===== config.mk =====
export PLATFORM = sky130hd
export DESIGN_NAME = deband_pixel_select
export DESIGN_NICKNAME = d
export VERILOG_FILES = /design/src/hdl/dps_pkg.sv /design/src/hdl/deband_pixel_select.sv /design/src/hdl/dps_cfg_regs.sv /design/src/hdl/dps_decide.sv
export SDC_FILE = /design/constraint.sdc
export NUM_CORES = 1
export LEC_CHECK = 0
export BUFFER_PORTS_ARGS = -buffer_cell sky130_fd_sc_hd__buf_2
export CAP_MARGIN = 20
export CORE_UTILIZATION = 45
export DETAILED_ROUTE_END_ITERATION = 8
export GPL_TIMING_DRIVEN = 0
export MAX_ROUTING_LAYER = met4
export SLEW_MARGIN = 20
export SYNTH_ARGS = -nofsm -noshare
export SYNTH_HDL_FRONTEND = slang
export SYNTH_SLANG_ARGS = --single-unit

===== constraint.sdc =====
create_clock -name i_clk -period 11.4 [get_ports i_clk]
set_input_delay 0 -clock i_clk [delete_from_list [all_inputs] [get_ports i_clk]]
set_output_delay 0 -clock i_clk [all_outputs]
set_load 0.1 [all_outputs]

===== src/hdl/dps_pkg.sv =====
// package for the deband pixel select block
// holds pixel width, mode and register codes, config struct and the shared
// arithmetic helpers; no dependencies
package dps_pkg;

    localparam int PIXEL_BITS = 16;
    localparam int FIELD_W    = 16;
    localparam int THR_W      = 16;
    localparam int MID_W      = 17;
    localparam int MODE_W     = 3;
    localparam int IDX_W      = 3;
    localparam int CFG_DATA_W = 17;
    localparam int CMP_W      = MID_W;

    localparam logic [MODE_W-1:0] PICK_MODE_RST = 3'd2;

    typedef logic [PIXEL_BITS-1:0] t_pix;
    typedef logic [PIXEL_BITS:0]   t_pix_sum;

    typedef enum logic [MODE_W-1:0] {
        MODE_VERT = 3'd1,
        MODE_DIAG = 3'd2,
        MODE_HORZ = 3'd3,
        MODE_BOTH = 3'd4,
        MODE_FULL = 3'd5
    } t_mode;

    typedef enum logic [IDX_W-1:0] {
        REG_PICK_MODE = 3'd0,
        REG_AVG_CMP   = 3'd1,
        REG_THR_AVG   = 3'd2,
        REG_THR_MAX   = 3'd3,
        REG_THR_MID   = 3'd4
    } t_reg_idx;

    typedef struct packed {
        logic [MODE_W-1:0] pick_mode;
        logic              avg_cmp;
        logic [THR_W-1:0]  thr_avg;
        logic [THR_W-1:0]  thr_max;
        logic [MID_W-1:0]  thr_mid;
    } t_cfg;

    typedef struct packed {
        t_pix pix;
        logic kept;
    } t_pair;

    function automatic t_pix absdiff(input t_pix a, input t_pix b);
        return (a > b) ? (a - b) : (b - a);
    endfunction

    function automatic t_pix_sum absdiff_sum(input t_pix_sum a, input t_pix_sum b);
        return (a > b) ? (a - b) : (b - a);
    endfunction

    function automatic t_pix mean2(input t_pix a, input t_pix b);
        logic [PIXEL_BITS:0] s;
        s = (PIXEL_BITS+1)'(a) + (PIXEL_BITS+1)'(b) + (PIXEL_BITS+1)'(1);
        return s[PIXEL_BITS:1];
    endfunction

    function automatic t_pix mean4(input t_pix a, input t_pix b, input t_pix c,
                                   input t_pix d);
        logic [PIXEL_BITS+1:0] s;
        s = (PIXEL_BITS+2)'(a) + (PIXEL_BITS+2)'(b) + (PIXEL_BITS+2)'(c)
          + (PIXEL_BITS+2)'(d) + (PIXEL_BITS+2)'(2);
        return s[PIXEL_BITS+1:2];
    endfunction

    function automatic logic reaches(input t_pix d, input logic [THR_W-1:0] thr);
        return CMP_W'(d) >= CMP_W'(thr);
    endfunction

    function automatic t_pair pair_select(input t_pix ctr, input t_pix r1, input t_pix r2,
                                          input logic blur, input logic [THR_W-1:0] thr);
        t_pair res;
        t_pix  avg;
        avg = mean2(r1, r2);
        if (blur) begin
            res.kept = reaches(absdiff(avg, ctr), thr);
        end else begin
            res.kept = reaches(absdiff(ctr, r1), thr) || reaches(absdiff(ctr, r2), thr);
        end
        res.pix = res.kept ? ctr : avg;
        return res;
    endfunction

endpackage


===== src/hdl/deband_pixel_select.sv =====
// top level of the deband pixel select block
// depends on dps_pkg, dps_cfg_regs and dps_decide
//
// Takes one pixel neighborhood (center plus four refs) per clock and returns
// one result per clock while the output is not stalled, through an input register,
// the threshold decision logic and a result register; a transaction moves
// from the input register into the result register, which drives the output.
// The input side keeps accepting while a finished result waits, stalling
// only when both stages are full and the output is stalled. Registers are
// written through the config channel, which is always ready, and must be
// written only while no transaction is in flight; an index past the last
// register is ignored.
module deband_pixel_select (
    input  logic                          i_clk,
    input  logic                          i_rst_n,
    input  logic                          i_in_valid,
    output logic                          o_in_stall,
    input  logic [dps_pkg::FIELD_W-1:0]    i_center_pixel,
    input  logic [dps_pkg::FIELD_W-1:0]    i_ref_up,
    input  logic [dps_pkg::FIELD_W-1:0]    i_ref_down,
    input  logic [dps_pkg::FIELD_W-1:0]    i_ref_right,
    input  logic [dps_pkg::FIELD_W-1:0]    i_ref_left,
    output logic                          o_out_valid,
    input  logic                          i_out_stall,
    output logic [dps_pkg::FIELD_W-1:0]    o_filtered_pixel,
    output logic                          o_kept_original,
    input  logic                          i_cfg_valid,
    output logic                          o_cfg_ready,
    input  logic [dps_pkg::IDX_W-1:0]      i_cfg_index,
    input  logic [dps_pkg::CFG_DATA_W-1:0] i_cfg_data
);
    import dps_pkg::*;

    t_cfg cfg;
    logic r_s1_valid;
    t_pix r_ctr;
    t_pix r_up;
    t_pix r_dn;
    t_pix r_rt;
    t_pix r_lf;
    logic r_out_valid;
    t_pix r_pix;
    logic r_kept;
    t_pix n_pix;
    logic n_kept;
    logic s2_load;
    logic s1_load;

    dps_cfg_regs u_cfg (
        .i_clk       (i_clk),
        .i_rst_n     (i_rst_n),
        .i_cfg_valid (i_cfg_valid),
        .o_cfg_ready (o_cfg_ready),
        .i_cfg_index (i_cfg_index),
        .i_cfg_data  (i_cfg_data),
        .o_cfg       (cfg)
    );

    dps_decide u_decide (
        .i_cfg  (cfg),
        .i_ctr  (r_ctr),
        .i_up   (r_up),
        .i_dn   (r_dn),
        .i_rt   (r_rt),
        .i_lf   (r_lf),
        .o_pix  (n_pix),
        .o_kept (n_kept)
    );

    assign s2_load    = !r_out_valid || !i_out_stall;
    assign s1_load    = !r_s1_valid || s2_load;
    assign o_in_stall = !s1_load;

    always_ff @(posedge i_clk) begin
        if (!i_rst_n) begin
            r_s1_valid  <= 1'b0;
            r_out_valid <= 1'b0;
        end else begin
            if (s1_load) begin
                r_s1_valid <= i_in_valid;
            end
            if (s2_load) begin
                r_out_valid <= r_s1_valid;
            end
        end
    end

    always_ff @(posedge i_clk) begin
        if (s1_load && i_in_valid) begin
            r_ctr <= i_center_pixel[PIXEL_BITS-1:0];
            r_up  <= i_ref_up[PIXEL_BITS-1:0];
            r_dn  <= i_ref_down[PIXEL_BITS-1:0];
            r_rt  <= i_ref_right[PIXEL_BITS-1:0];
            r_lf  <= i_ref_left[PIXEL_BITS-1:0];
        end
        if (s2_load && r_s1_valid) begin
            r_pix  <= n_pix;
            r_kept <= n_kept;
        end
    end

    assign o_out_valid      = r_out_valid;
    assign o_filtered_pixel = FIELD_W'(r_pix);
    assign o_kept_original  = r_kept;

endmodule


===== src/hdl/dps_cfg_regs.sv =====
// configuration registers of the deband pixel select block
// depends on dps_pkg
module dps_cfg_regs (
    input  logic                          i_clk,
    input  logic                          i_rst_n,
    input  logic                          i_cfg_valid,
    output logic                          o_cfg_ready,
    input  logic [dps_pkg::IDX_W-1:0]      i_cfg_index,
    input  logic [dps_pkg::CFG_DATA_W-1:0] i_cfg_data,
    output dps_pkg::t_cfg                 o_cfg
);
    import dps_pkg::*;

    t_cfg r_cfg;
    t_cfg n_cfg;

    assign o_cfg_ready = 1'b1;
    assign o_cfg       = r_cfg;

    always_comb begin
        n_cfg = r_cfg;
        if (i_cfg_valid) begin
            unique case (t_reg_idx'(i_cfg_index))
                REG_PICK_MODE: n_cfg.pick_mode = i_cfg_data[MODE_W-1:0];
                REG_AVG_CMP:   n_cfg.avg_cmp   = i_cfg_data[0];
                REG_THR_AVG:   n_cfg.thr_avg   = i_cfg_data[THR_W-1:0];
                REG_THR_MAX:   n_cfg.thr_max   = i_cfg_data[THR_W-1:0];
                REG_THR_MID:   n_cfg.thr_mid   = i_cfg_data[MID_W-1:0];
                default:       n_cfg = r_cfg;
            endcase
        end
    end

    always_ff @(posedge i_clk) begin
        if (!i_rst_n) begin
            r_cfg.pick_mode <= PICK_MODE_RST;
            r_cfg.avg_cmp   <= 1'b1;
            r_cfg.thr_avg   <= '0;
            r_cfg.thr_max   <= '0;
            r_cfg.thr_mid   <= '0;
        end else begin
            r_cfg <= n_cfg;
        end
    end

endmodule


===== src/hdl/dps_decide.sv =====
// decision logic: averages the refs and tests the differences against thresholds
// depends on dps_pkg
module dps_decide (
    input  dps_pkg::t_cfg i_cfg,
    input  dps_pkg::t_pix i_ctr,
    input  dps_pkg::t_pix i_up,
    input  dps_pkg::t_pix i_dn,
    input  dps_pkg::t_pix i_rt,
    input  dps_pkg::t_pix i_lf,
    output dps_pkg::t_pix o_pix,
    output logic          o_kept
);
    import dps_pkg::*;

    t_pair    vert;
    t_pair    horz;
    t_pix     avg4;
    t_pix_sum ctr2;
    logic     k_avg4;
    logic     k_each;
    logic     k_max;
    logic     k_mid;

    always_comb begin
        vert = pair_select(i_ctr, i_up, i_dn, i_cfg.avg_cmp, i_cfg.thr_avg);
        horz = pair_select(i_ctr, i_rt, i_lf, i_cfg.avg_cmp, i_cfg.thr_avg);
        avg4 = mean4(i_up, i_rt, i_dn, i_lf);
        ctr2 = {i_ctr, 1'b0};

        k_avg4 = reaches(absdiff(avg4, i_ctr), i_cfg.thr_avg);
        k_each = reaches(absdiff(i_up, i_ctr), i_cfg.thr_avg)
              || reaches(absdiff(i_rt, i_ctr), i_cfg.thr_avg)
              || reaches(absdiff(i_dn, i_ctr), i_cfg.thr_avg)
              || reaches(absdiff(i_lf, i_ctr), i_cfg.thr_avg);
        // max over four diffs reaches threshold iff any one does
        k_max  = reaches(absdiff(i_up, i_ctr), i_cfg.thr_max)
              || reaches(absdiff(i_dn, i_ctr), i_cfg.thr_max)
              || reaches(absdiff(i_rt, i_ctr), i_cfg.thr_max)
              || reaches(absdiff(i_lf, i_ctr), i_cfg.thr_max);
        k_mid  = (CMP_W'(absdiff_sum((PIXEL_BITS+1)'(i_up) + (PIXEL_BITS+1)'(i_dn), ctr2))
                  >= CMP_W'(i_cfg.thr_mid))
              || (CMP_W'(absdiff_sum((PIXEL_BITS+1)'(i_rt) + (PIXEL_BITS+1)'(i_lf), ctr2))
                  >= CMP_W'(i_cfg.thr_mid));

        o_pix  = i_ctr;
        o_kept = 1'b1;
        unique case (t_mode'(i_cfg.pick_mode))
            MODE_VERT: begin
                o_pix  = vert.pix;
                o_kept = vert.kept;
            end
            MODE_HORZ: begin
                o_pix  = horz.pix;
                o_kept = horz.kept;
            end
            MODE_BOTH: begin
                o_pix  = mean2(vert.pix, horz.pix);
                o_kept = vert.kept && horz.kept;
            end
            MODE_DIAG: begin
                o_kept = i_cfg.avg_cmp ? k_avg4 : k_each;
                o_pix  = o_kept ? i_ctr : avg4;
            end
            MODE_FULL: begin
                o_kept = k_avg4 || k_max || k_mid;
                o_pix  = o_kept ? i_ctr : avg4;
            end
            default: begin
                o_pix  = i_ctr;
                o_kept = 1'b1;
            end
        endcase
    end

endmodule

==> flow_summary_export.csv <==
group,metric,value,unit
clocking,cts.htree.levels,4,
placement,post-place-ws,-1.11,ns
routing,drc_errors,0,
yosys,synth_fp_nets,4643,
worst_setup_path,worst_r2r_startpoint,"r_ctr[2]",
clocking,cts.sinks,152,
die,die_width,266,um
clocking,clk_lat_worst_skew,0.53,ns
routing,first_iter_violations,3437,
placement,dp.final_hpwl,106000,um
die,num_rows,96,
status,run_status,"finished, final reports clean",
yosys,postSynth.asyncResetShare,0,
global_routing,grt_max_degree,28,
yosys,syn-mean-instance-area,8.13,um2
clocking,cts_buf_count,17,
yosys,synth.lib_cells_used.distinct,101,
yosys,number_of_flops_mapped_to_enable_cells_by_yosys,97,
final_layout,layout-area-overhead-vs-synth,14.2,%
flow_run,max-cap-violations,0,
global_routing,grtUsageTotal,0.389,
worst_setup_path,critical_path.reg2reg.endpoint,"o_filtered_pixel[13]",
clocking,cts.root.buffer_cell,"sky130_fd_sc_hd__clkbuf_16",
global_routing,global_route_wire_length_before_repair,195000,um
timing,timing.setup.tns,0,ns
worst_setup_path,worst-setup-path-type,"reg -> reg",
clocking,cts_tree,"built",
die,initial_core_util,0.457,
worst_setup_path,reg2regPathDepth,32,
die,die_y,266,um
yosys,dominantRegCellSynth,"sky130_fd_sc_hd__edfxtp_1",
yosys,seq_area_frac_synth,0.128,
die,coreArea,0.0688,mm2
worst_setup_path,critical_path_arrival,11.35,ns
routing,drt_wl_total,137000,um
timing,tightestPinTransition,1.24,ns
final_layout,layout.cell_area.non_filler,0.0359,mm2
final_layout,post-route-util,0.521,
worst_hold_path,min_delay_worst_type,"in -> reg",
timing,hold_viol_final,0,
worst_hold_path,worstHoldEndpoint,"u_cfg.o_cfg[49]",
placement,portBuffers,122,
yosys,synthesis.instances,3863,
worst_setup_path,setup.worst_path.start,"r_ctr[2]",
worst_setup_path,timing.critical_path.fanout_max,10,
global_routing,gr-total-overflow,0,
worst_hold_path,timing.hold.worst.start,"i_cfg_valid",
timing,clock.fmax,90.1,MHz
worst_setup_path,crit_top_cell,"sky130_fd_sc_hd__a21oi_1",
yosys,ys_seq_elements,152,
routing,drt-vias-per-instance,6.22,
timing,hold_slack,0.0498,ns
clocking,path_clk_slew,0.08,ns
yosys,synth.cell_area,0.0314,mm2
worst_setup_path,crit_required,11.65,ns
worst_setup_path,worst_stage_delay_on_the_critical_path,0.92,ns
routing,drt_pass1_iterations,6,
worst_hold_path,min_path_cells,5,
routing,ant_nets,0,
timing,clock_skew,0.0309,ns
placement,gp_routability_congestion,1.06,
worst_setup_path,startpoint_type,"flip-flop",
timing,post-route-worst-setup-slack,0.302,ns
final_layout,num-nets-final,4936,
final_layout,mostFrequentLayoutCells,"sky130_fd_sc_hd__ha_1, sky130_fd_sc_hd__a21oi_1, sky130_fd_sc_hd__inv_1",
worst_setup_path,timing.critical_path.slowest_stage_cell,"sky130_fd_sc_hd__clkinv_1",
placement,numPlacedInstances,4942,
global_routing,grt_antenna_before_repair,6,
routing,detailroute.via_count,31700,
power_and_ir_drop,power_density,217,mW/mm2
final_layout,commonest_non_fill_non_tap_cell_in_the_layout,"sky130_fd_sc_hd__ha_1",
clocking,max-clock-path-buffers,2,
yosys,yosysWarnings,0,
timing,final-max-slew-violation-count,0,
power_and_ir_drop,total_power,7.79,mW
timing,final_critical_delay_including_setup_and_external_delays,11.10,ns
timing,setup_violations,0,
worst_setup_path,worstSetupEndpointType,"flip-flop",
routing,drt-wirelength-per-cell,26.8,um
die,fp.dieArea,0.0709,mm2
power_and_ir_drop,leakage,16.4,nW
timing,min_period_over_period,0.973,
final_layout,layoutNonFillerInstCount,5102,
worst_setup_path,r2r_setup_slack,0.30,ns
power_and_ir_drop,vdd_ir_drop_max,0.208,mV
final_layout,post_route_cells_drive_above_1_share,0.101,
timing,max_slew_margin_vs_limit,0.174,
placement,instance_area_after_placement,0.0337,mm2
global_routing,first_global_vias,29100,
die,pin_count,125,
[final cells by class]
cell class              count  area, um2
clock inverters            15        211
clock buffers              17        425
flip-flops and latches    152       4010
inverters                 333       1260
diodes                      2       5.00
plain buffers             141        584
repair buffers            277       2360
well taps                 931       1160
multi-input cells        3234      25900
fillers                  6693      32900
[how the worst max path moves through the flow]
stage                                 endpoint  depth (start not counted)
after floorplan           o_filtered_pixel[13]                         40
after global placement     o_filtered_pixel[2]                         43
after detailed placement   o_filtered_pixel[2]                         44
after CTS                  o_filtered_pixel[2]                         45
after global routing      o_filtered_pixel[13]                         47
final                     o_filtered_pixel[13]                         32
[repair_timing]
item / CTS / global route
hold buffers: 108 / 0
endpoints found under the hold margin: 146 / 0
pin swaps: 0 / 4
setup buffers: 3 / 15
endpoints found under the setup margin: 17 / 17
gates resized for setup: 22 / 33
[cells by family after synthesis]
group,synth area share
AO/OA/AOI/OAI,0.254
AND/OR/NAND/NOR,0.145
adder cells (fa/ha/maj),0.279
buffers and inverters,0.0584
XOR/XNOR,0.0712
multiplexers,0.0645
flip-flops,0.128
other,0.000119
[where the power goes]
| group | switching, mW | total, mW | internal, mW |
|---|---|---|---|
| logic | 3.97 | 6.37 | 2.41 |
| clock network | 0.345 | 0.651 | 0.306 |
| registers | 0.0682 | 0.764 | 0.696 |
[layer usage]
layer  vias to the layer above  track usage  part of all wire
li1                      14700            -                 -
met1                     15100        0.503              0.42
met2                      1567        0.575              0.43
met3                       339       0.0672             0.089
met4                         0        0.208             0.061
met5                         -            -                 0
[cells in the mapped netlist (77+ instances only)]
cell | count | share of area
sky130_fd_sc_hd__nor2_1 | 136 | 0.016
sky130_fd_sc_hd__nand2_1 | 282 | 0.034
sky130_fd_sc_hd__a21o_1 | 197 | 0.047
sky130_fd_sc_hd__xnor2_1 | 175 | 0.049
sky130_fd_sc_hd__clkbuf_1 | 108 | 0.013
sky130_fd_sc_hd__a21oi_1 | 353 | 0.056
sky130_fd_sc_hd__inv_1 | 329 | 0.039
sky130_fd_sc_hd__mux2_2 | 77 | 0.028
sky130_fd_sc_hd__o21ai_0 | 186 | 0.030
sky130_fd_sc_hd__mux2i_1 | 116 | 0.037
sky130_fd_sc_hd__edfxtp_1 | 97 | 0.093
sky130_fd_sc_hd__ha_1 | 634 | 0.25
sky130_fd_sc_hd__nand3_1 | 101 | 0.016
[sequential cells by signal, summed over array words and instances (netlist names)]
| signal | cells |
|---|---|
| o_filtered_pixel | 16 |
| o_kept_original | 1 |
| o_out_valid | 1 |
| r_ctr | 16 |
| r_dn | 16 |
| r_lf | 16 |
| r_rt | 16 |
| r_s1_valid | 1 |
| r_up | 16 |
| u_cfg.o_cfg | 53 |
[worst max-delay path: cells and delay by family (launching register included)]
kind	cells	cell delay (ns)
flip-flops	1	0.70
adder cells (fa/ha/maj)	3	1.51
AO/OA/AOI/OAI	17	4.54
buffers and inverters	4	1.80
multiplexers	1	0.36
AND/OR/NAND/NOR	7	1.90
(Power assumes the default switching activity.)
